==> config.mk <==
export PLATFORM = sky130hd
export DESIGN_NAME = ecc2d_isqrt
export DESIGN_NICKNAME = d
export VERILOG_FILES = /design/src/sv/ecc2d_isqrt.sv
export SDC_FILE = /design/constraint.sdc
export NUM_CORES = 2
export LEC_CHECK = 0
export ABC_CLOCK_PERIOD_IN_PS = 11400
export BUFFER_PORTS_ARGS = -buffer_cell sky130_fd_sc_hd__buf_4
export CAP_MARGIN = 20
export CORE_UTILIZATION = 28
export CTS_CLUSTER_SIZE = 24
export DETAILED_ROUTE_END_ITERATION = 7
export GPL_ROUTABILITY_DRIVEN = 0
export MAX_ROUTING_LAYER = met4
export PLACE_DENSITY = 0.41
export SLEW_MARGIN = 20
export SYNTH_ARGS = -nofsm -noshare
export SYNTH_HDL_FRONTEND = slang
export SYNTH_SLANG_ARGS = --single-unit
export TNS_END_PERCENT = 1
==> constraint.sdc <==
create_clock -name clk -period 11.4 [get_ports clk]
set_clock_uncertainty 0.1 [all_clocks]
set_input_delay 2.28 -clock clk [delete_from_list [all_inputs] [get_ports clk]]
set_output_delay 2.28 -clock clk [all_outputs]
set_load 0.02 [all_outputs]
==> src/sv/ecc2d_isqrt.sv <==
`timescale 1ns / 1ps
module ecc2d_isqrt #(
  parameter int IN_W   = 62,
  parameter int STEPS  = 3,
  parameter int SIDE_W = 1
) (
  input  logic                clk,
  input  logic                rst,
  input  logic                en,
  input  logic                in_vld,
  input  logic [IN_W-1:0]     rad,
  input  logic [SIDE_W-1:0]   in_side,
  output logic                out_vld,
  output logic [IN_W/2-1:0]   root,
  output logic [SIDE_W-1:0]   out_side
);

  localparam int RW    = IN_W / 2;
  localparam int REM_W = RW + 2;
  localparam int NS    = (RW + STEPS - 1) / STEPS;

  logic [REM_W-1:0]  rem_q  [NS];
  logic [RW-1:0]     root_q [NS];
  logic [IN_W-1:0]   rad_q  [NS];
  logic              vld_q  [NS];
  logic [SIDE_W-1:0] side_q [NS];

  for (genvar s = 0; s < NS; s++) begin : g_stage
    logic [REM_W-1:0]  rem_i;
    logic [RW-1:0]     root_i;
    logic [IN_W-1:0]   rad_i;
    logic              vld_i;
    logic [SIDE_W-1:0] side_i;
    logic [REM_W-1:0]  rem_o;
    logic [RW-1:0]     root_o;
    logic [IN_W-1:0]   rad_o;

    if (s == 0) begin : g_head
      assign rem_i  = '0;
      assign root_i = '0;
      assign rad_i  = rad;
      assign vld_i  = in_vld;
      assign side_i = in_side;
    end else begin : g_body
      assign rem_i  = rem_q[s-1];
      assign root_i = root_q[s-1];
      assign rad_i  = rad_q[s-1];
      assign vld_i  = vld_q[s-1];
      assign side_i = side_q[s-1];
    end

    // One result bit per step: bring down two radicand bits, try 4*root+1.
    always_comb begin
      logic [REM_W+1:0] acc;
      logic [REM_W+1:0] trial;
      rem_o  = rem_i;
      root_o = root_i;
      rad_o  = rad_i;
      for (int j = 0; j < STEPS; j++) begin
        if (s * STEPS + j < RW) begin
          acc   = {rem_o, rad_o[IN_W-1 -: 2]};
          trial = (REM_W + 2)'({root_o, 2'b01});
          rad_o = rad_o << 2;
          if (acc >= trial) begin
            rem_o  = REM_W'(acc - trial);
            root_o = {root_o[RW-2:0], 1'b1};
          end else begin
            rem_o  = REM_W'(acc);
            root_o = {root_o[RW-2:0], 1'b0};
          end
        end
      end
    end

    always_ff @(posedge clk) begin
      if (rst) begin
        vld_q[s] <= 1'b0;
      end else if (en) begin
        vld_q[s] <= vld_i;
      end
    end

    always_ff @(posedge clk) begin
      if (en) begin
        rem_q[s]  <= rem_o;
        root_q[s] <= root_o;
        rad_q[s]  <= rad_o;
        side_q[s] <= side_i;
      end
    end
  end

  assign out_vld  = vld_q[NS-1];
  assign root     = root_q[NS-1];
  assign out_side = side_q[NS-1];

endmodule

==> flow_summary.toml <==
[outcome]
outcome = "completed"

[detailed_routing]
vias = 56102
drc_errors = 0
wirelength_um = 217000
wl_per_cell_um = 20.4
viasPerCell = 5.25
firstDrtPassIters = 5
final_antenna_net_count = 0
first_iter_violations = 4321

[floorplanning]
pin_count = 100
die_h_um = 493
initial_core_util = 0.282
rows = 179
die_area_sq_mm = 0.243
die_width_um = 493
coreArea_sq_mm = 0.239

[sta]
fin_crit_ps = 10490
finalSetupTns_ps = 0
maxSlewViolCount = 0
relSlewSlack = 0.346
finalHoldViolCount = 0
worst_slew_pin_slew_ps = 969
finalCritPeriodShare = 0.920
setup_viol = 0
rsz0062_at_grt = "no"
max_freq_mhz = 95.3

[clock_tree]
htreeDepth = 3
cts.sinks = 838
path_clk_slew_ps = 60
clk_latency_ps = 770
cts_tree = "built"
cts_setup_buffers = 0
ctsLongestPathBuffers = 3
cts-root-buf = "clkbuf_16"
cts_made_buffers = 105

[final_layout]
fin_nets = 8016
areaGrowthSynthToFinish_pct = 11.9
finalNonFillerCells = 10679
final_layout_size_suffix_gt1_frac = 0.0735

[logic_synthesis]
synth_area_sq_mm = 0.0674
synth-edff-count = 838
synth_area_leader_cell = "edfxtp_1"
synth-main-ff-cell = "edfxtp_1"
yosysSeqAreaShare = 0.373
synth_area_leaders = "edfxtp_1 37%, ha_1 9.8%, xnor2_1 5.9%, a21oi_1 4.9%, xor2_1 3.6%"
yosysTopAreaCellShare = 0.373
avgSynthCellArea_sq_um = 9.19
syn_inst = 7341
synth_seq_cells = 838
synth_cell_types = 108
synthArstFlopShare = 0
yosysWarningCount = 0

[power_and_ir_drop]
power_density_mw_per_mm2 = 279
p_total_mw = 21.1
ir_worst_vdd_mv = 0.183
p_leak_nw = 29.4

[worst_setup_path]
cp.required_ps = 11810
cpPeakStageDelay_ps = 560
worstSetupEndpointType = "flop"
crit_fanout = 30
cp.arrival_ps = 10910
reg2reg_depth = 36
critPathLaunchType = "flop"
crit_family = "compound AO/OA/AOI/OAI gates"
path_class = "flop to flop"
path_depth = 36
crit_buf_inv = 7
slowest_stage = "or3_1"

[placement]
io_buffers = 99
dp_hpwl_um = 173000
dp.cells = 10482

[global_route]
grt_pass1_vias = 53689
grt_pass1_wl_um = 330000
grt.overflow.total = 0
grt_max_degree = 159
antenna_found_initial = 10
grt_usage = 0.179

[worst_hold_path]
hp-class = "flop to flop"
hold_path_depth = 0

[flow_run]
drv_cap = 0
-- power breakdown --
part           switching (mW)  total [mW]  internal, mW
clock network            1.42        3.35          1.93
logic                    7.64        12.8          5.14
registers               0.499        4.91          4.42
total                    9.56        21.1          11.5
-- routing by layer --
layer | part of all wire | GRT usage
met5 | 0 | -
met4 | 0.024 | 0.0473
met3 | 0.046 | 0.0209
met2 | 0.45 | 0.281
met1 | 0.48 | 0.244
-- kinds of logic after synthesis --
| group | Yosys count | share of synthesized area |
|---|---|---|
| and+or+nand+nor | 2478 | 0.186 |
| AOI/OAI and AO/OA | 2026 | 0.192 |
| DFF | 838 | 0.373 |
| xor gates and xnor gates | 727 | 0.0945 |
| buffers and inverters | 614 | 0.0347 |
| adders and majority gates | 526 | 0.0976 |
| muxes | 131 | 0.0213 |
| other | 1 | 0.0000556 |
-- through the flow --
stage	hold WS [ps]	cell area, sq um	util	setup slack (ps)
2_1_floorplan	300	67500	-	2160
3_3_place_gp	301	72000	0.302	125
3_5_place_dp	305	72000	0.302	453
4_1_cts	298	75400	0.316	388
5_1_grt	310	75400	0.316	189
6_report	301	75400	0.316	908
-- cells in the final DEF (no fill, tap or decap), types with 25 or more instances in the layout --
cell type | Yosys | final
a211oi_1 | 57 | 56
a21boi_0 | 28 | 28
a21o_1 | 244 | 244
a21oi_1 | 654 | 654
a31oi_1 | 63 | 63
and2_1 | 69 | 69
and3_1 | 81 | 81
and4_1 | 34 | 34
buf_4 | 3 | 166
clkbuf_1 | 167 | 25
clkbuf_16 | 0 | 107
edfxtp_1 | 838 | 838
ha_1 | 526 | 526
inv_1 | 404 | 403
mux2_2 | 95 | 95
mux2i_1 | 35 | 35
nand2_1 | 584 | 584
nand2b_1 | 89 | 89
nand3_1 | 231 | 231
nand4_1 | 126 | 126
nor2_1 | 611 | 610
nor2b_1 | 62 | 62
nor3_1 | 171 | 171
nor3b_1 | 27 | 26
nor4_1 | 76 | 76
o211ai_1 | 67 | 67
o21a_1 | 94 | 94
o21ai_0 | 392 | 392
o21bai_1 | 79 | 79
o31a_1 | 28 | 28
o31ai_1 | 52 | 52
or2_2 | 53 | 53
or3_1 | 87 | 86
or4_1 | 56 | 56
xnor2_1 | 451 | 451
xor2_1 | 275 | 275
-- sequential cells by signal, indices dropped and copies added (netlist names) --
| name | flops |
|---|---|
| rem_q | 330 |
| rad_q | 290 |
| root_q | 196 |
| side_q | 11 |
| vld_q | 11 |
-- worst reg2reg max path: cells and delay by family (launching register included) --
kind | cells | cell delay, ps
AOI/OAI and AO/OA | 15 | 3870
and+or+nand+nor | 10 | 2090
buffers and inverters | 7 | 2020
adders and majority gates | 3 | 1310
DFF | 1 | 520
muxes | 1 | 330
-- Yosys cell counts (13+ instances only) --
cell type and number:
a21boi_0 28, and4_1 34, o41ai_1 18, and3_1 81, nand4b_1 20, nor2_1 611, o21ai_0 392, clkbuf_1 167
o211ai_1 67, a21o_1 244, o31ai_1 52, a211o_1 18, nor3b_1 27, or4_1 56, xnor2_1 451, nand3b_1 22
a22oi_1 13, o31a_1 28, o21a_1 94, a31oi_1 63, buf_1 21, or2_2 53, a211oi_1 57, nand2_1 584
ha_1 526, and2_1 69, o22ai_1 18, nand4_1 126, mux2_2 95, a21oi_1 654, inv_1 404, nor3_1 171
mux2i_1 35, or3_1 87, nand2b_1 89, o2111ai_1 20, xor2_1 275, nor4_1 76, a31o_2 20, nor2b_1 62
o21bai_1 79, a2111oi_0 22, edfxtp_1 838, nor4b_1 15, nand3_1 231
-- final cells by class --
| type | instances | area (sq um) |
|---|---|---|
| Antenna cell | 5 | 12.5 |
| Clock buffer | 132 | 2770 |
| Clock inverter | 59 | 602 |
| Fill cell | 25109 | 163000 |
| Inverter | 411 | 1550 |
| Multi-Input combinational cell | 5892 | 40000 |
| Sequential cell | 838 | 25200 |
| Tap cell | 3167 | 3960 |
| Timing Repair Buffer | 174 | 1400 |
| Timing Repair inverter | 1 | 5.00 |
-- final timing paths --
kind | to | slack (ps) | startpoint
min | rad_q[8][59] | 300 | rad_q[7][53]
min reg2reg | rad_q[8][59] | 300 | rad_q[7][53]
max reg2reg | rem_q[7][24] | 910 | root_q[6][14]
max | rem_q[7][24] | 910 | root_q[6][14]
-- repair_timing --
action,4_1_cts,5_1_grt
setup endpoints to repair,0,23
hold buffers,0,0
gates resized for setup,0,2
No activity file was read; power rests on OpenSTA's default activity.
